--- config.mk ---
export PLATFORM = sky130hd
export DESIGN_NAME = ble_advertising_event_sequencer
export DESIGN_NICKNAME = d
export VERILOG_FILES = /design/src/rtl/abes_pkg.sv /design/src/rtl/abes_front.sv /design/src/rtl/abes_queue.sv /design/src/rtl/abes_back.sv /design/src/rtl/ble_advertising_event_sequencer.sv
export SDC_FILE = /design/constraint.sdc
export NUM_CORES = 1
export LEC_CHECK = 0
export BUFFER_PORTS_ARGS = -buffer_cell sky130_fd_sc_hd__buf_2
export CORE_ASPECT_RATIO = 0.75
export CORE_MARGIN = 4
export CORE_UTILIZATION = 50
export DETAILED_ROUTE_END_ITERATION = 8
export HOLD_SLACK_MARGIN = 0.03
export PLACE_DENSITY = 0.73
export SYNTH_ARGS = -nofsm -noshare
export SYNTH_HDL_FRONTEND = slang
export SYNTH_SLANG_ARGS = --single-unit
--- constraint.sdc ---
create_clock -name clk -period 30 [get_ports clk]
set_input_delay 6 -clock clk [delete_from_list [all_inputs] [get_ports clk]]
set_output_delay 6 -clock clk [all_outputs]
set_load 0.02 [all_outputs]
--- src/rtl/abes_pkg.sv ---
// abes_pkg: shared types, codes and constants for the advertising event sequencer
// no dependencies; imported by every module of the block
package abes_pkg;

  localparam int CFG_IDX_W       = 3;
  localparam int CFG_DATA_W      = 48;
  localparam int QUEUE_DEPTH_DEF = 2;
  localparam int RND_W           = 8;
  localparam int DIST_W          = 24;
  localparam int PROD_W          = 25;

  localparam logic [5:0]  CH_BEFORE_FIRST = 6'd36;
  localparam logic [5:0]  CH_FIRST        = 6'd37;
  localparam logic [5:0]  CH_LAST         = 6'd39;
  localparam logic [3:0]  PDU_SCAN_REQ    = 4'h3;
  localparam logic [7:0]  SCAN_REQ_LEN    = 8'h0C;
  localparam logic [PROD_W-1:0] SLOT_US   = 25'd625;
  localparam logic [PROD_W-1:0] JIT_US    = 25'd1000;

  localparam logic [2:0]  MAP_RESET  = 3'd7;
  localparam logic [14:0] IVAL_RESET = 15'd32;

  typedef enum logic [CFG_IDX_W-1:0] {
    CFG_CHAN_MAP    = 3'd0,
    CFG_IVAL_LO     = 3'd1,
    CFG_IVAL_HI     = 3'd2,
    CFG_OWN_ADDRESS = 3'd3,
    CFG_RUN_ENABLE  = 3'd4
  } cfg_idx_t;

  typedef enum logic [1:0] {
    REQ_START     = 2'd0,
    REQ_RADIO_OFF = 2'd1,
    REQ_TIMEOUT   = 2'd2
  } req_t;

  typedef enum logic [2:0] {
    ACT_NONE     = 3'd0,
    ACT_TX_ADV   = 3'd1,
    ACT_LISTEN   = 3'd2,
    ACT_SCAN_RSP = 3'd3,
    ACT_DISABLE  = 3'd4,
    ACT_NEXT     = 3'd5,
    ACT_END      = 3'd6
  } action_t;

  typedef enum logic [1:0] {
    PH_IDLE   = 2'd0,
    PH_ADV    = 2'd1,
    PH_LISTEN = 2'd2,
    PH_WAIT   = 2'd3
  } phase_t;

  typedef enum logic [1:0] {
    BK_IDLE = 2'd0,
    BK_DIV  = 2'd1,
    BK_FIN  = 2'd2
  } bk_state_t;

  typedef struct packed {
    logic [1:0]  req_type;
    logic        crc_ok;
    logic [7:0]  pdu_header;
    logic [7:0]  pdu_length;
    logic [47:0] scanner_address;
    logic [47:0] target_address;
    logic [7:0]  random_value;
  } in_item_t;

  typedef struct packed {
    logic [2:0]  action;
    logic [5:0]  channel_number;
    logic [23:0] next_distance_us;
    logic        report_valid;
    logic [47:0] report_address;
    logic        report_addr_random;
    logic [15:0] valid_count;
    logic [15:0] invalid_count;
  } out_item_t;

  // classified transaction handed from front to back through the queue
  typedef struct packed {
    logic [1:0]       req;
    logic             crc_ok;
    logic             match;
    logic             addr_random;
    logic [47:0]      scanner;
    logic [RND_W-1:0] rnd;
  } cls_item_t;

  typedef struct packed {
    logic [2:0]  chan_map;
    logic [14:0] ival_lo;
    logic [14:0] ival_hi;
    logic        run_enable;
  } seq_cfg_t;

  typedef struct packed {
    phase_t phase;
    logic   busy;
  } bk_status_t;

endpackage

--- src/rtl/abes_front.sv ---
// abes_front: input handshake and scan request classification
// depends on abes_pkg; feeds abes_queue
module abes_front (
  input  logic              in_valid,
  output logic              in_stall,
  input  abes_pkg::in_item_t in_data,
  input  logic [47:0]       own_address,
  input  logic              q_full,
  output logic              q_push,
  output abes_pkg::cls_item_t q_item
);
  import abes_pkg::*;

  assign in_stall = q_full;
  assign q_push   = in_valid && !q_full;

  always_comb begin
    q_item.req         = in_data.req_type;
    q_item.crc_ok      = in_data.crc_ok;
    q_item.match       = in_data.crc_ok &&
                         (in_data.pdu_header[3:0] == PDU_SCAN_REQ) &&
                         (in_data.pdu_length == SCAN_REQ_LEN) &&
                         (in_data.target_address == own_address);
    q_item.addr_random = in_data.pdu_header[6];
    q_item.scanner     = in_data.scanner_address;
    q_item.rnd         = in_data.random_value;
  end

endmodule

--- src/rtl/abes_queue.sv ---
// abes_queue: small register queue between front and back
// depends on abes_pkg for the entry type
module abes_queue #(
  parameter int DEPTH = abes_pkg::QUEUE_DEPTH_DEF
) (
  input  logic                clk,
  input  logic                rst_n,
  input  logic                push,
  input  abes_pkg::cls_item_t push_item,
  output logic                full,
  input  logic                pop,
  output logic                valid,
  output abes_pkg::cls_item_t head
);
  import abes_pkg::*;

  localparam int PTR_W = (DEPTH > 1) ? $clog2(DEPTH) : 1;
  localparam int CNT_W = $clog2(DEPTH + 1);
  localparam logic [PTR_W-1:0] PTR_LAST = PTR_W'(DEPTH - 1);
  localparam logic [CNT_W-1:0] CNT_FULL = CNT_W'(DEPTH);

  cls_item_t        mem_r [DEPTH];
  logic [PTR_W-1:0] wr_r, wr_nxt, rd_r, rd_nxt;
  logic [CNT_W-1:0] cnt_r, cnt_nxt;

  assign full  = (cnt_r == CNT_FULL);
  assign valid = (cnt_r != '0);
  assign head  = mem_r[rd_r];

  always_comb begin
    wr_nxt  = wr_r;
    rd_nxt  = rd_r;
    cnt_nxt = cnt_r;
    if (push) begin
      wr_nxt = (wr_r == PTR_LAST) ? '0 : wr_r + 1'b1;
    end
    if (pop) begin
      rd_nxt = (rd_r == PTR_LAST) ? '0 : rd_r + 1'b1;
    end
    if (push && !pop) begin
      cnt_nxt = cnt_r + 1'b1;
    end else if (pop && !push) begin
      cnt_nxt = cnt_r - 1'b1;
    end
  end

  always_ff @(posedge clk) begin
    if (!rst_n) begin
      wr_r  <= '0;
      rd_r  <= '0;
      cnt_r <= '0;
    end else begin
      wr_r  <= wr_nxt;
      rd_r  <= rd_nxt;
      cnt_r <= cnt_nxt;
    end
  end

  always_ff @(posedge clk) begin
    if (push) begin
      mem_r[wr_r] <= push_item;
    end
  end

endmodule

--- src/rtl/abes_back.sv ---
// abes_back: event state machine, counters, bit-serial jitter remainder, output register
// depends on abes_pkg; takes classified transactions from abes_queue
module abes_back (
  input  logic                 clk,
  input  logic                 rst_n,
  input  abes_pkg::seq_cfg_t   cfg,
  input  logic                 q_valid,
  input  abes_pkg::cls_item_t  q_item,
  output logic                 q_pop,
  output logic                 out_valid,
  input  logic                 out_stall,
  output abes_pkg::out_item_t  out_data,
  output abes_pkg::bk_status_t status
);
  import abes_pkg::*;

  localparam int CNT_W = $clog2(RND_W);
  localparam logic [CNT_W-1:0] CNT_LAST = CNT_W'(RND_W - 1);

  bk_state_t   state_r, state_nxt;
  phase_t      phase_r, phase_nxt;
  logic [5:0]  chan_r, chan_nxt;
  logic [15:0] good_r, good_nxt, bad_r, bad_nxt;
  out_item_t   out_r, out_nxt, res_r, res_nxt;
  logic        out_valid_r, out_valid_nxt;

  logic [PROD_W-1:0] base_r, base_nxt, span_r, span_nxt;
  logic              jit_r, jit_nxt;
  logic [RND_W-1:0]  rnd_r, rnd_nxt, rem_r, rem_nxt;
  logic [CNT_W-1:0]  cnt_r, cnt_nxt;

  logic              out_free;
  logic [5:0]        ch_start, ch_wait;
  out_item_t         step_res;
  logic              fin;
  logic [RND_W:0]    div_try, div_res;
  logic [PROD_W-1:0] jitter, dist_sum;
  logic [DIST_W-1:0] dist_sat;

  // next enabled channel above cur, or one past the last channel
  function automatic logic [5:0] next_chan(input logic [5:0] cur, input logic [2:0] map);
    logic [5:0] c;
    logic [5:0] res;
    c   = (cur < CH_BEFORE_FIRST) ? CH_BEFORE_FIRST : cur;
    res = CH_LAST + 6'd1;
    for (int i = 2; i >= 0; i--) begin
      if (map[i] && ((CH_FIRST + 6'(i)) > c)) begin
        res = CH_FIRST + 6'(i);
      end
    end
    return res;
  endfunction

  assign out_free  = !out_valid_r || !out_stall;
  assign ch_start  = next_chan(CH_BEFORE_FIRST, cfg.chan_map);
  assign ch_wait   = next_chan(chan_r, cfg.chan_map);
  assign out_valid = out_valid_r;
  assign out_data  = out_r;
  assign status    = '{phase: phase_r, busy: (state_r != BK_IDLE)};

  // restoring remainder step, one random bit per cycle
  assign div_try = {rem_r, rnd_r[RND_W-1]};
  assign div_res = ({(PROD_W-RND_W-1)'(0), div_try} >= span_r) ?
                   div_try - span_r[RND_W:0] : div_try;

  assign jitter   = jit_r ? JIT_US * PROD_W'(rem_r) : '0;
  assign dist_sum = base_r + jitter;
  assign dist_sat = (dist_sum > PROD_W'({DIST_W{1'b1}})) ? '1 : dist_sum[DIST_W-1:0];

  always_comb begin
    state_nxt     = state_r;
    phase_nxt     = phase_r;
    chan_nxt      = chan_r;
    good_nxt      = good_r;
    bad_nxt       = bad_r;
    out_nxt       = out_r;
    res_nxt       = res_r;
    out_valid_nxt = out_valid_r && out_stall;
    base_nxt      = base_r;
    span_nxt      = span_r;
    jit_nxt       = jit_r;
    rnd_nxt       = rnd_r;
    rem_nxt       = rem_r;
    cnt_nxt       = cnt_r;
    q_pop         = 1'b0;
    fin           = 1'b0;
    step_res      = '0;
    step_res.action = ACT_NONE;

    case (state_r)
      BK_IDLE: begin
        if (q_valid && out_free) begin
          q_pop = 1'b1;
          case (q_item.req)
            REQ_START: begin
              chan_nxt = ch_start;
              if (ch_start > CH_LAST) begin
                fin = 1'b1;
              end else begin
                phase_nxt       = PH_ADV;
                step_res.action = ACT_TX_ADV;
              end
            end
            REQ_RADIO_OFF: begin
              case (phase_r)
                PH_ADV: begin
                  phase_nxt       = PH_LISTEN;
                  step_res.action = ACT_LISTEN;
                end
                PH_LISTEN: begin
                  phase_nxt = PH_WAIT;
                  if (!q_item.crc_ok) begin
                    bad_nxt = bad_r + 16'd1;
                  end
                  if (q_item.match) begin
                    good_nxt                    = good_r + 16'd1;
                    step_res.action             = ACT_SCAN_RSP;
                    step_res.report_valid       = 1'b1;
                    step_res.report_address     = q_item.scanner;
                    step_res.report_addr_random = q_item.addr_random;
                  end else begin
                    step_res.action = ACT_DISABLE;
                  end
                end
                PH_WAIT: begin
                  chan_nxt = ch_wait;
                  if (ch_wait > CH_LAST) begin
                    fin = 1'b1;
                  end else begin
                    phase_nxt       = PH_ADV;
                    step_res.action = ACT_TX_ADV;
                  end
                end
                default: ;
              endcase
            end
            REQ_TIMEOUT: begin
              if (phase_r == PH_LISTEN) begin
                phase_nxt       = PH_WAIT;
                step_res.action = ACT_DISABLE;
              end
            end
            default: ;
          endcase

          if (fin) begin
            phase_nxt       = PH_IDLE;
            step_res.action = cfg.run_enable ? ACT_NEXT : ACT_END;
          end
          if ((step_res.action == ACT_TX_ADV) || (step_res.action == ACT_LISTEN) ||
              (step_res.action == ACT_SCAN_RSP)) begin
            step_res.channel_number = chan_nxt;
          end
          step_res.valid_count   = good_nxt;
          step_res.invalid_count = bad_nxt;

          if (fin && cfg.run_enable) begin
            // hold the result back until the jitter remainder is done
            res_nxt   = step_res;
            base_nxt  = SLOT_US * PROD_W'(cfg.ival_lo);
            span_nxt  = SLOT_US * PROD_W'(cfg.ival_hi - cfg.ival_lo);
            jit_nxt   = (cfg.ival_hi > cfg.ival_lo);
            rnd_nxt   = q_item.rnd;
            rem_nxt   = '0;
            cnt_nxt   = '0;
            state_nxt = BK_DIV;
          end else begin
            out_nxt       = step_res;
            out_valid_nxt = 1'b1;
          end
        end
      end
      BK_DIV: begin
        rem_nxt = div_res[RND_W-1:0];
        rnd_nxt = {rnd_r[RND_W-2:0], 1'b0};
        cnt_nxt = cnt_r + 1'b1;
        if (cnt_r == CNT_LAST) begin
          state_nxt = BK_FIN;
        end
      end
      BK_FIN: begin
        if (out_free) begin
          out_nxt                  = res_r;
          out_nxt.next_distance_us = dist_sat;
          out_valid_nxt            = 1'b1;
          state_nxt                = BK_IDLE;
        end
      end
      default: begin
        state_nxt = BK_IDLE;
      end
    endcase
  end

  always_ff @(posedge clk) begin
    if (!rst_n) begin
      state_r     <= BK_IDLE;
      phase_r     <= PH_IDLE;
      chan_r      <= CH_BEFORE_FIRST;
      good_r      <= '0;
      bad_r       <= '0;
      out_valid_r <= 1'b0;
    end else begin
      state_r     <= state_nxt;
      phase_r     <= phase_nxt;
      chan_r      <= chan_nxt;
      good_r      <= good_nxt;
      bad_r       <= bad_nxt;
      out_valid_r <= out_valid_nxt;
    end
  end

  always_ff @(posedge clk) begin
    out_r  <= out_nxt;
    res_r  <= res_nxt;
    base_r <= base_nxt;
    span_r <= span_nxt;
    jit_r  <= jit_nxt;
    rnd_r  <= rnd_nxt;
    rem_r  <= rem_nxt;
    cnt_r  <= cnt_nxt;
  end

endmodule

--- src/rtl/ble_advertising_event_sequencer.sv ---
// ble_advertising_event_sequencer: top level, configuration registers and assertions
// depends on abes_pkg, abes_front, abes_queue and abes_back
//
// Steps a link layer advertiser through one advertising event over the enabled
// channels 37 to 39: each input transaction (timeslot start, radio disabled,
// receive timeout) yields exactly one result transaction carrying the radio
// action, the channel, the scan request report and the running valid and
// invalid request counts. Inputs are classified and queued in front of the
// event state machine, so the input side keeps accepting while a result waits
// until the queue is full, and then stalls.
// An input is classified combinationally in the front, registered in the queue
// and taken by the back into its output register; a transaction that ends the
// event with run_enable set first passes through the bit-serial remainder unit,
// which reduces the 8-bit random value modulo the interval span one bit per cycle.
// The distance to the next event saturates at 24 bits.
module ble_advertising_event_sequencer #(
  parameter int QUEUE_DEPTH = abes_pkg::QUEUE_DEPTH_DEF
) (
  input  logic                              clk,
  input  logic                              rst_n,
  input  logic                              in_valid,
  output logic                              in_stall,
  input  abes_pkg::in_item_t                in_data,
  output logic                              out_valid,
  input  logic                              out_stall,
  output abes_pkg::out_item_t               out_data,
  input  logic                              cfg_we,
  input  logic [abes_pkg::CFG_IDX_W-1:0]    cfg_index,
  input  logic [abes_pkg::CFG_DATA_W-1:0]   cfg_data
);
  import abes_pkg::*;

  seq_cfg_t    cfg_r;
  logic [47:0] own_addr_r;

  logic       q_full, q_push, q_pop, q_valid;
  cls_item_t  cls_item, q_head;
  bk_status_t bk_status;

  always_ff @(posedge clk) begin
    if (!rst_n) begin
      cfg_r.chan_map   <= MAP_RESET;
      cfg_r.ival_lo    <= IVAL_RESET;
      cfg_r.ival_hi    <= IVAL_RESET;
      cfg_r.run_enable <= 1'b0;
      own_addr_r       <= '0;
    end else if (cfg_we) begin
      case (cfg_index)
        CFG_CHAN_MAP:    cfg_r.chan_map   <= cfg_data[2:0];
        CFG_IVAL_LO:     cfg_r.ival_lo    <= cfg_data[14:0];
        CFG_IVAL_HI:     cfg_r.ival_hi    <= cfg_data[14:0];
        CFG_OWN_ADDRESS: own_addr_r       <= cfg_data[47:0];
        CFG_RUN_ENABLE:  cfg_r.run_enable <= cfg_data[0];
        default: ;
      endcase
    end
  end

  abes_front u_front (
    .in_valid    (in_valid),
    .in_stall    (in_stall),
    .in_data     (in_data),
    .own_address (own_addr_r),
    .q_full      (q_full),
    .q_push      (q_push),
    .q_item      (cls_item)
  );

  abes_queue #(
    .DEPTH (QUEUE_DEPTH)
  ) u_queue (
    .clk       (clk),
    .rst_n     (rst_n),
    .push      (q_push),
    .push_item (cls_item),
    .full      (q_full),
    .pop       (q_pop),
    .valid     (q_valid),
    .head      (q_head)
  );

  abes_back u_back (
    .clk       (clk),
    .rst_n     (rst_n),
    .cfg       (cfg_r),
    .q_valid   (q_valid),
    .q_item    (q_head),
    .q_pop     (q_pop),
    .out_valid (out_valid),
    .out_stall (out_stall),
    .out_data  (out_data),
    .status    (bk_status)
  );

  // back takes a transaction only when the output register can take its result
  a_pop_needs_room: assert property (@(posedge clk) disable iff (!rst_n)
    q_pop |-> (!out_valid || !out_stall))
    else $error("back popped while output register was blocked");

  // remainder unit runs with nothing else leaving the queue
  a_no_pop_busy: assert property (@(posedge clk) disable iff (!rst_n)
    bk_status.busy |-> !q_pop)
    else $error("queue popped during jitter computation");

  // an event that has ended leaves the sequencer idle
  a_end_idle: assert property (@(posedge clk) disable iff (!rst_n)
    (out_valid && ((out_data.action == ACT_NEXT) || (out_data.action == ACT_END)))
      |-> (bk_status.phase == PH_IDLE))
    else $error("event finished but phase not idle");

  // radio actions always name a real advertising channel
  a_chan_range: assert property (@(posedge clk) disable iff (!rst_n)
    (out_valid && ((out_data.action == ACT_TX_ADV) || (out_data.action == ACT_LISTEN) ||
                   (out_data.action == ACT_SCAN_RSP)))
      |-> ((out_data.channel_number >= CH_FIRST) && (out_data.channel_number <= CH_LAST)))
    else $error("radio action on channel outside 37 to 39");

endmodule
==> flow_results.org, run 1 <==
** Yosys
- After synthesis the netlist holds a flip-flop and latch count of between 500 and 600.
- Number of synthesized flops with an enable pin :: 398
- Leading register cell type out of synthesis :: sky130_fd_sc_hd__edfxtp_1
- In this run the cell area of the synthesized design comes to 0.0292 mm2.
- Syn Nets :: 3,152
- Post-synthesis cell count :: about 2,700
- For this run, the number of Yosys warnings is 0.
- Number of different library cells in the post-synthesis netlist :: between 70 and 80
- Sequential share of the synthesized area :: 0.498
- Async set-reset flop share out of synthesis :: 0
- Average cell area after synthesis :: about 11 um2

** Clock network
- Counting along the longest clock path gives a buffer depth of 3.
- The clock drives between 500 and 600 sinks.
- Once the clock tree was built, the resizer swapped 0 gates to a different size.
- Buffers inserted to repair hold after CTS numbered 0.
- In this run the clock root is driven by a sky130_fd_sc_hd__clkbuf_16.
- After clock tree synthesis, the clock-pin slew on the worst setup and hold paths is 0.06 ns.
- Inserted Clock Buffers :: 53
- CTS built an H-tree with a depth of 2.
- Once the clock tree was built, the setup fixing pass inserted 0 buffers.
- Latest clock arrival within the worst-skew pair :: ~0.60 ns
- Clock tree from TritonCTS :: done

** Critical path
- Worst path top cell family by delay :: simple AND/OR/NAND/NOR gates
- The largest individual stage delay along the critical path comes from the cell sky130_fd_sc_hd__and3_4.
- Critical Path Source Type :: input port
- CP cell instances :: buf_2 -> and2_1 -> nor4_2 -> buf_4 -> and3_4 -> buf_4
- By instance count, the cell type seen most on the critical path is sky130_fd_sc_hd__buf_4.
- Start of the worst register-to-register path :: cfg_r[17]
- Arrival time at the worst endpoint :: approximately 8.8 ns
- Register-to-Register Path Depth :: 28
- In this design, the stage delay of the slowest critical-path cell is just over 0.9 ns.
- For the worst setup path, the data required time is between 30 and 40 ns.
- In this run the worst path has a maximum fanout of about 80.
- Counting both buffers and inverters, the worst setup path holds a total of 3.
- Worst R2R End :: u_back.span_r[22]
- Internal reg-to-reg setup slack :: about 22 ns
- The worst setup path is of the input port to flop kind.
- CP Capture Type :: flop

** Cells and area
- Final design instance area without fill :: around 0.033 mm2
- Net total in the final layout :: approximately 3,400
- Summing all flip-flop and latch instances after layout gives approximately 0.015 mm2.
- Summing all multi-input logic gate instances after layout gives approximately 0.013 mm2.
- In the final layout, the share of cells above drive strength 1 is 0.149.
- After filler insertion, the fill cell instance count of the layout stands at 4,878.
- From synthesis to final layout, the design area changed by 13.8%.

** Global route
- Initial antenna violation count :: 3
- Entering global routing, the biggest net connects 79 pins.
- First-pass GRT wire length :: slightly above 100,000 um
- Final global-route overflow total :: 0
- Across every metal layer, demand over resource in global routing totals 0.205.
- Via count of the first global-routing pass :: around 20,000

** Timing
- Worst hold slack :: approximately 0.47 ns
- Headroom to the max-slew limit came out at 0.298.
- Unrepaired setup endpoints after global routing :: no
- Part of the cycle the worst path needs :: 0.287
- The count of pins over their slew limit is 0.
- Highest Clock Rate :: 0.116 GHz
- Transition at the pin with the smallest max-transition slack :: around 1.0 ns
- Worst Clk Skew :: ~0.016 ns
- Hold violation total from the final report :: 0
- Setup violations remaining at the end of the flow were counted as 0.
- Total negative slack :: 0 ns
- Clock period minus final worst setup slack :: 8.62 ns

** Job
- Max-cap violations :: 0

** Die
- Core Footprint :: between 0.05 and 0.06 mm2
- Number of primary I/O pins :: a little under 300
- Cell row count :: between 70 and 80
- The die is between 200 and 300 um wide.
- The die is around 220 um tall.
- The die covers 0.0624 mm2.
- The initial utilization of the core area, before any placement, comes to 0.507.

** Placement
- Input and output buffers added on the ports amount to 292.
- After detailed placement, the total cell area comes to roughly 0.031 mm2.
- Weighted congestion at the end of routability-driven global placement :: about 0.88
- Final HPWL DP :: around 47,000 um

** Min path
- Destination of the worst hold path :: own_addr_r[33]
- The worst hold path was traced through 2 stages.
- Hold wc startpoint :: own_addr_r[33]
- Type of the most critical hold path :: flop to flop

** Detailed routing
- Number of nets still failing antenna checks after routing :: 0
- Post-Route WL :: approximately 64,000 um
- Average wire per standard cell :: roughly 17 um
- The first detailed-routing pass ran for 5 iterations.
- In the routed design, unresolved DRC markers number 0.
- Dividing the detail-routed via count by the number of cells gives approximately 5.2.
- Iteration-0 DRC Markers :: between 1,000 and 1,500
- Via Count :: just under 20,000

** Pwr
- Power per unit of standard cell area :: just under 90 mW/mm2
- Pleak :: 14.6 nW
- Maximum resistive drop on vdd :: ~0.00012 V

** Status
- Result of the run :: complete, no violations
-- Yosys cell counts, types with 5 or more instances --
cell	number	share of area
sky130_fd_sc_hd__o21a_1	14	0.0036
sky130_fd_sc_hd__dfxtp_1	130	0.089
sky130_fd_sc_hd__o21bai_1	8	0.0021
sky130_fd_sc_hd__a21o_1	26	0.0067
sky130_fd_sc_hd__mux2_2	22	0.0085
sky130_fd_sc_hd__nand4_1	16	0.0034
sky130_fd_sc_hd__inv_1	308	0.040
sky130_fd_sc_hd__nand2b_1	14	0.0030
sky130_fd_sc_hd__a21boi_0	93	0.024
sky130_fd_sc_hd__o21ai_0	63	0.011
sky130_fd_sc_hd__or2_2	15	0.0032
sky130_fd_sc_hd__and2_1	46	0.0098
sky130_fd_sc_hd__nand2_1	390	0.050
sky130_fd_sc_hd__and3_1	16	0.0034
sky130_fd_sc_hd__nor2_1	165	0.021
sky130_fd_sc_hd__a31oi_1	10	0.0021
sky130_fd_sc_hd__nor3_1	28	0.0048
sky130_fd_sc_hd__edfxtp_1	398	0.41
sky130_fd_sc_hd__o31ai_1	9	0.0023
sky130_fd_sc_hd__clkbuf_1	65	0.0084
sky130_fd_sc_hd__a21oi_1	85	0.015
sky130_fd_sc_hd__xnor2_1	106	0.032
sky130_fd_sc_hd__nand3_1	33	0.0057
sky130_fd_sc_hd__ha_1	213	0.091
sky130_fd_sc_hd__buf_1	14	0.0018
sky130_fd_sc_hd__o211a_1	5	0.0017
sky130_fd_sc_hd__or3_1	17	0.0036
sky130_fd_sc_hd__a211oi_1	6	0.0015
sky130_fd_sc_hd__nor2b_1	19	0.0041
sky130_fd_sc_hd__xor2_1	66	0.020
sky130_fd_sc_hd__nor4_1	15	0.0032
sky130_fd_sc_hd__o211ai_1	7	0.0018
sky130_fd_sc_hd__fa_1	99	0.068
sky130_fd_sc_hd__mux2i_1	76	0.026
-- how the worst max path moves through the flow --
stage / startpoint / to / slack, ns / cells past startpoint
after floorplan: out_stall / u_back.out_data[0] / 15.28 / 2
after global placement: out_stall / u_back.res_r[70] / 20.82 / 6
after detailed placement: out_stall / u_back.res_r[62] / 20.74 / 6
after CTS: out_stall / u_back.res_r[75] / 21.39 / 6
after global routing: out_stall / u_back.res_r[77] / 21.22 / 6
final: out_stall / u_back.res_r[62] / 21.38 / 6
-- through the flow --
| step | setup slack (ns) | utilization | std cells | power (W) |
|---|---|---|---|---|
| final | 21.38 | 0.577 | 3767 | 0.00291 |
| after global routing | 21.22 | 0.577 | 3766 | 0.00313 |
| after CTS | 21.39 | 0.577 | 3764 | 0.00294 |
| after detailed placement | 20.74 | 0.546 | 3664 | 0.00226 |
| after global placement | 20.82 | 0.546 | 3664 | 0.00222 |
| after floorplan | 15.28 | - | 2661 | 0.00195 |
-- placed cells by master, fill, tap and decap left out, drive strengths merged, types with 34 or more instances in the layout --
master / count
edfxtp: 398
nand2: 390
inv: 312
buf: 306
ha: 213
nor2: 166
dfxtp: 130
xnor2: 107
fa: 99
a21boi: 94
a21oi: 86
mux2i: 76
clkbuf: 68
xor2: 67
o21ai: 65
and2: 46
nand3: 34
-- routing by layer --
layer  global-route usage  wire length (um)  part of all wire
met4               0.0486              1210             0.019
met1                0.282             29200              0.46
met2                0.340             30300              0.47
met5                    0                13           0.00020
met3               0.0368              3540             0.055
-- sequential cells by signal, indices dropped and copies added, names as in the netlist, 2 cells and up, named ones only --
name / count
u_back.res_r: 91
u_back.rem_r: 8
u_back.span_r: 25
u_queue.cnt_r: 2
u_back.state_r: 2
own_addr_r: 48
u_back.out_data: 115
u_back.base_r: 25
cfg_r: 34
u_back.cnt_r: 3
u_back.good_r: 16
u_queue.mem_r: 122
u_back.bad_r: 16
u_back.chan_r: 6
u_back.phase_r: 2
u_back.rnd_r: 8
-- logic make-up after synthesis --
family / share of synthesized area
multiplexers: 0.0345
XOR/XNOR: 0.0527
buffers and inverters: 0.0506
AND/OR/NAND/NOR: 0.122
adder cells (fa/ha/maj): 0.159
AO/OA/AOI/OAI: 0.0830
flip-flops: 0.498
-- area by class of cell --
class	instances	share of cell area
Inverter	308	0.0348
Tap cell	780	0.0294
Sequential cell	528	0.438
Antenna cell	3	0.000226
Clock inverter	32	0.0101
Timing Repair Buffer	306	0.0472
Multi-Input combinational cell	1742	0.398
Clock buffer	68	0.0422
-- where the power goes --
part           internal, W  total (W)  switching (W)
clock             0.000377   0.000661       0.000285
combinational     0.000491    0.00125       0.000758
sequential        0.000960   0.000998      0.0000383
total              0.00183    0.00291        0.00108
-- tightest hold or removal path, delay by kind of cell (launching register included) --
kind,cells,cell delay [ns]
DFF,1,0.31
and+or+nand+nor,1,0.05
AOI/OAI and AO/OA,1,0.06
Power figures use the tool's default switching activity.
==> run 2: changes to the inputs <==
clock period = 8.5 ns   (was 30 ns; I/O delays follow)
==> run 2 against run 1 <==
  * Design area about the same
  * Total power increased to 3.5 times the previous value
  * Combinational power rose to 3.5 times the previous value
  * Clock-buffer cell count is 8 higher
  * First-iteration DRC count down 5.6%
  * Via count grew 0.32%
  * Register-to-register slack lost 21 ns
  * Non-clock buffer count decreased by 1
  * Cell count about the same
  * Largest power group unchanged
  * Die area stayed put
  * Critical path depth up 25
==> flow_results.org, run 2 (synthesized netlist as in run 1, its figures left out) <==
** Clock network
- The maximum level of the CTS H-tree is 2 (unchanged).
- The cell sitting at the root of the clock tree is a sky130_fd_sc_hd__clkbuf_16.
- Count of instances resized after the clock tree is built :: 0 (unchanged)
- Inserted Clock Buffers :: 54 (+1.9%)
- Cts hold-fix bufs :: 0 (unchanged)
- Clock tree from TritonCTS :: done
- The maximum clock insertion buffer count is 3 (unchanged).
- The clock insertion delay at the later pin of the skew report was 0.61 ns (about the same).
- The clock transition time at the flip-flop clock pins of the worst setup and hold paths was 0.07 ns (about the same).
- Total number of clock tree sinks :: 528 (unchanged)
- The number of buffers added for setup after CTS came to 0 (unchanged).

** Cells and area
- The area overhead of the layout relative to synthesis came to 13.9% (about the same).
- The count of placed standard cells in the final layout, fillers left out was 3,766 (-0.027%).
- The final layout net count was 3,430 (unchanged).
- The largest registers in the layout are u_queue.mem_r x122, u_back.out_data x115, u_back.res_r x91.
- The library cell used most frequently in the layout, excluding fill and tap cells, is sky130_fd_sc_hd__edfxtp_1.
- The utilization after layout was 0.577 (about the same).
- Fill cells :: 4,800 (-1.6%)
- In the layout the commonest cells are sky130_fd_sc_hd__edfxtp_1, sky130_fd_sc_hd__nand2_1, sky130_fd_sc_hd__inv_1, sky130_fd_sc_hd__buf_2, sky130_fd_sc_hd__ha_1.
- More flip-flops sit in one register than any other, and that register is u_queue.mem_r.
- The flip-flop count of the largest register, all copies and words added was 122 (unchanged).
- Layout cells sized above 1 :: 0.151 (+0.00268)

** Die
- Overall die area :: 0.0624 mm2 (unchanged)
- The overall die width is 287 um (unchanged).
- The area of the core is 0.0576 mm2 (unchanged).
- Number of primary I/O pins :: 296 (unchanged)
- The starting density of the core came to 0.507 (unchanged).
- The die boundary height is 217 um (unchanged).
- The number of rows created at floorplan was 76 (unchanged).

** Critical path
- Critical path fanouts, max :: 7 (-91%)
- The data required time of the critical path came to 8.87 ns (-21.34 ns).
- On the critical path the largest part of the delay comes from adder cells.
- STA classifies the critical path startpoint as a flop.
- Crit Path Class :: flop to flop
- Cell repeated most along the worst path :: sky130_fd_sc_hd__inv_1
- Largest stage delay on the critical path :: 0.57 ns (-0.36 ns)
- The data arrival time at the worst-slack endpoint is 7.81 ns (-1.02 ns).
- Slowest library cell on the worst path :: sky130_fd_sc_hd__fa_1
- CP Capture Type :: flop
- Worst Path Buf+Inv :: 7 (+4)

** Timing
- Finish-stage setup viols :: 0 (unchanged)
- Final Max Slew Viols :: 0 (unchanged)
- Unrepaired setup endpoints after global routing :: no
- For this run, the top clock speed supported by timing is between 0.1 and 0.15 GHz.
- The final worst slack was 1.06 ns (-20.32 ns).
- The tightest slew margin relative to the limit is 0.205 (-0.0932).
- Total negative slack :: 0 ns (unchanged)
- Worst Clk Skew :: 0.0328 ns (+0.0170 ns)
- Clock period minus final worst setup slack :: around 7.4 ns
- Part of the cycle the worst path needs :: 0.875
- The number of hold violations in the final report came to 0 (unchanged).
- Transition at the pin with the smallest max-transition slack :: 1.19 ns (+0.145 ns)

** Global route
- The total routing usage reported by global routing was 0.202 (-0.00293).
- The global-route wire length before repair is 102,000 um (-1.8%).
- The number of antenna violations at the first check in global routing came to 6 (+3).
- Final global-route overflow total :: 0 (unchanged)
- The number of global-route vias before repair is 19,500 (-2.6%).
- Pin count of the biggest net entering global routing :: 131 (+66%)

** Status
- Result of the run :: complete, no violations

** Pwr
- The clock network fraction of total power came to 0.229 (+0.002).
- Maximum resistive drop on vdd :: 0.000454 V (+270%)
- The fraction of power consumed by combinational cells came to 0.427 (-0.002).
- The static power due to leakage was 14.6 nW (about the same).
- Net Sw Power :: 0.00376 W (+250%)
- Switching power share of the total :: 0.368 (-0.00383)
- The power density over cell area was 307 mW/mm2 (+250%).
- The sum of internal, switching and leakage power is 0.0102 W (+250%).
- The sequential share of power was 0.344 (about the same).
- The internal power of the cells was 0.00646 W (+250%).

** Detailed routing
- The number of remaining DRC errors was 0 (unchanged).
- Post-Route WL :: 63,600 um (-1.0%)
- The remaining number of nets flagged by the antenna check after routing is 0 (unchanged).
- Via Count :: 19,700 (+0.32%)
- The wire length per cell was 16.9 um (-1.0%).
- Via density per instance :: 5.22 (+0.35%)
- The DRC marker count from the first detailed-route iteration was 1,186 (-5.6%).
- The iteration count of the initial detailed-routing pass was 5 (unchanged).

** Min path
- The path class of the tightest hold or removal check is flop to flop.

** Placement
- Number of cells after detailed placement :: 3,663 (-0.027%)
- The number of buffers inserted by port buffering came to 292 (unchanged).
- The setup slack after placement came to 1.11 ns (-19.62 ns).
- Weighted congestion at the end of routability-driven global placement :: 0.874 (-0.85%)
- Final HPWL DP :: 46,300 um (-2.0%)

** Job
- Max-cap violations :: 0 (unchanged)
-- run 2: power groups by stage --
stage / sequential [W] / combinational, W / clock [W]
final: 0.00351 / 0.00436 / 0.00234
after global routing: 0.00354 / 0.00495 / 0.00251
after CTS: 0.00351 / 0.00439 / 0.00240
after detailed placement: 0.00356 / 0.00434 / 0
after global placement: 0.00355 / 0.00421 / 0
after floorplan: 0.00389 / 0.00296 / 0
-- run 2: metal layers --
metal / track usage / routed length, um / share of wire
met1: 0.280 / 28800 / 0.45
met2: 0.326 / 29200 / 0.46
met3: 0.0419 / 3950 / 0.062
met4: 0.0534 / 1580 / 0.025
met5: 0 / 35 / 0.00055
-- run 2: worst register-to-register path: cells and delay by family (launching register included) --
kind | cells | cell delay, ns
adder cells (fa/ha/maj) | 8 | 3.12
AND/OR/NAND/NOR | 1 | 0.16
XOR/XNOR | 2 | 0.28
flip-flops | 1 | 0.48
buffers and inverters | 7 | 0.48
AO/OA/AOI/OAI | 13 | 2.65
-- run 2: worst paths after layout --
path,slack [ns],from,cells past startpoint,to
hold / removal,0.47,own_addr_r[44],2,own_addr_r[44]
setup / recovery,1.06,cfg_r[16],31,u_back.span_r[22]
setup reg to reg,1.06,cfg_r[16],31,u_back.span_r[22]
hold reg to reg,0.47,own_addr_r[44],2,own_addr_r[44]
-- run 2: area by class of cell --
type,count,area [um2],share of cell area
flip-flops and latches,528,14600,0.438
clock buffers,76,1530,0.0458
multi-input cells,1742,13200,0.398
inverters,308,1160,0.0348
clock inverters,25,248,0.00745
diodes,2,5.00,0.000150
repair buffers,305,1560,0.0469
well taps,780,976,0.0293
-- run 2: metrics by stage --
step,cell area (um2),hold slack [ns]
6_report,33300,0.473
3_5_place_dp,31500,0.463
2_1_floorplan,29200,0.443
4_1_cts,33300,0.472
5_1_grt,33300,0.495
3_3_place_gp,31500,0.455
==> run 3: changes to the inputs <==
BUFFER_PORTS_ARGS = -buffer_cell sky130_fd_sc_hd__clkbuf_2   (was -buffer_cell sky130_fd_sc_hd__buf_2)
==> run 3 against run 2 <==
  * Clock power barely moved
  * Design area shrank 0.13%
  * Sequential share of layout area grew 0.056 points
  * Clock-buffer cell count shrank 6
  * Core utilization fell by 0.074 points
  * Largest cell class unchanged
==> flow_results.org, run 3 (synthesized netlist as in run 1, its figures left out) <==
** Clock network
- Clock edge transition at the registers on the reported setup and hold paths :: 0.06 ns (about the same)
- Inserted Clock Buffers :: 53 (-1.9%)
- Buffers inserted during post-CTS setup optimization :: 0 (unchanged)
- Library cell used as clock root buffer :: sky130_fd_sc_hd__clkbuf_16
- The maximum clock insertion buffer count is 3 (unchanged).
- The maximum level of the CTS H-tree came to 2 (unchanged).
- Cts hold-fix bufs :: 0 (unchanged)
- Count of instances resized after the clock tree is built :: 0 (unchanged)
- Total number of clock tree sinks :: 528 (unchanged)
- Latest clock arrival within the worst-skew pair :: 0.60 ns (about the same)
- Clock tree from TritonCTS :: done

** Critical path
- Crit Path Class :: flop to flop
- Slowest library cell on the worst path :: sky130_fd_sc_hd__a211oi_1
- Critical Path Source Type :: flop
- In this run the critical register-to-register path is launched from cfg_r[17].
- CP Capture Type :: flop
- In this design, the critical path's most frequently occurring cell is sky130_fd_sc_hd__inv_1.
- Worst setup startpoint :: cfg_r[17]
- Required time of the worst setup path :: 8.85 ns (-0.02 ns)
- Largest stage delay on the critical path :: 0.61 ns (+0.04 ns)
- Critical path fanouts, max :: 7 (unchanged)
- Arrival time at the worst endpoint :: 8.01 ns (+0.20 ns)

** Detailed routing
- Pre-Repair DR Iteration Count :: 6 (+1)
- Number of nets still failing antenna checks after routing :: 0 (unchanged)
- Average wire per standard cell :: 17.1 um (+1.0%)
- The detailed-route via count was 19,600 (-0.22%).
- Via density per instance :: 5.22 (-0.12%)
- Total DRC errors in the routed layout :: 0 (unchanged)
- The total detailed-routing wirelength is 64,200 um (+0.93%).
- Iteration-0 DRC Markers :: 1,168 (-1.5%)

** Cells and area
- The count of placed standard cells in the final layout, fillers left out came to 3,762 (-0.11%).
- Net total in the final layout :: 3,430 (unchanged)
- Register ranked first by flip-flop count :: u_queue.mem_r
- The layout cell share with drive strength beyond 1 came to 0.149 (-0.00287).
- Final design instance area without fill :: 0.0332 mm2 (-0.13%)
- The library cell used most frequently in the layout, excluding fill and tap cells, is sky130_fd_sc_hd__edfxtp_1.
- Commonest cells after routing, fill and taps aside :: sky130_fd_sc_hd__edfxtp_1, sky130_fd_sc_hd__nand2_1, sky130_fd_sc_hd__inv_1, sky130_fd_sc_hd__clkbuf_2, sky130_fd_sc_hd__ha_1
- The largest registers in the layout are u_queue.mem_r x122, u_back.out_data x115, u_back.res_r x91.
- From synthesis to final layout, the design area changed by 13.7%.
- Max reg flops :: 122 (unchanged)

** Pwr
- Power per unit of standard cell area :: 308 mW/mm2 (+0.37%)
- The static power due to leakage was 14.6 nW (+0.17%).
- The worst IR drop on VDD came to 0.000452 V (-0.62%).

** Die
- Overall die area :: 0.0624 mm2 (unchanged)
- The die boundary height came to 217 um (unchanged).
- The number of rows created at floorplan is 76 (unchanged).
- The number of top-level pins was 296 (unchanged).
- Core Footprint :: 0.0576 mm2 (unchanged)
- Die width :: 287 um (unchanged)
- Initial Util :: 0.507 (unchanged)

** Timing
- The final total negative setup slack came to 0 ns (unchanged).
- Worst max-slew margin expressed relative to the limit :: 0.217 (+0.0122)
- The clock period minus worst slack was 7.66 ns (+0.223 ns).
- Worst Clk Skew :: 0.0207 ns (-0.0121 ns)
- The final clock period utilization by the worst path was 0.902 (+0.0263).
- Final Max Slew Viols :: 0 (unchanged)
- The slew at the pin closest to its max-slew limit came to 1.17 ns (-0.0184 ns).
- The number of hold violations in the final report was 0 (unchanged).
- The count of endpoints failing setup in the final report is 0 (unchanged).
- Setup repair after global routing left no endpoint under its margin.
- Highest Clock Rate :: 0.130 GHz (-2.9%)

** Global route
- The number of global-route vias before repair was 19,900 (+1.9%).
- Pin count of the biggest net entering global routing :: 131 (unchanged)
- Global-route total usage across every layer :: 0.206 (+0.00398)
- Initial antenna violation count :: 3 (-3)
- First-pass GRT wire length :: 103,000 um (+1.8%)
- The remaining global-route overflow came to 0 (unchanged).

** Min path
- Type of the most critical hold path :: flop to flop
- Hold wc startpoint :: own_addr_r[33]

** Placement
- The cell total after placement is 3,664 (+0.027%).
- I/O Buffers :: 292 (unchanged)
- Total placed instance area :: 0.0315 mm2 (about the same)
- Final HPWL DP :: 47,100 um (+1.7%)
- The last weighted congestion value of the routability-driven placer is 0.852 (-2.6%).

** Status
- Result of the run :: complete, no violations

** Job
- The max-cap violation count is 0 (unchanged).
-- run 3: layout make-up --
type	instances	area (um2)
flip-flops and latches	528	14600
fillers	4849	24400
clock inverters	27	305
multi-input cells	1742	13200
clock buffers	70	1420
diodes	1	2.50
repair buffers	306	1570
well taps	780	976
inverters	308	1160
-- run 3: worst max-delay path: cells and delay by family (launching register included) --
family | cells | cell delay (ns)
and+or+nand+nor | 1 | 0.15
AOI/OAI and AO/OA | 11 | 2.98
DFF | 1 | 0.52
xor gates and xnor gates | 2 | 0.44
adders and majority gates | 7 | 2.75
buffers and inverters | 7 | 0.57
-- run 3: routing by layer --
layer | share of wire | wire (um) | GRT usage
met3 | 0.060 | 3850 | 0.0414
met2 | 0.47 | 29900 | 0.336
met5 | 0.00022 | 14 | 0
met4 | 0.028 | 1820 | 0.0629
met1 | 0.45 | 28600 | 0.280
-- run 3: final timing paths --
kind | to | depth (start not counted) | slack [ns]
worst min-delay path | own_addr_r[33] | 2 | 0.47
worst max register to register | u_back.span_r[22] | 28 | 0.84
worst min register to register | own_addr_r[33] | 2 | 0.47
worst max-delay path | u_back.span_r[22] | 28 | 0.84
-- run 3: stage by stage --
step	total power, W	hold slack, ns	setup slack, ns	util
6_report	0.0102	0.473	0.836	0.577
5_1_grt	0.0110	0.501	0.339	0.577
4_1_cts	0.0103	0.477	0.903	0.577
3_5_place_dp	0.00794	0.468	0.915	0.547
3_3_place_gp	0.00773	0.456	1.18	0.547
2_1_floorplan	0.00685	0.443	0.701	-
-- run 3: where the power goes --
part           leakage, nW  internal [W]  switching, W
Sequential            4.98       0.00339      0.000129
Combinational         8.75       0.00173       0.00266
Clock                0.839       0.00133      0.000988
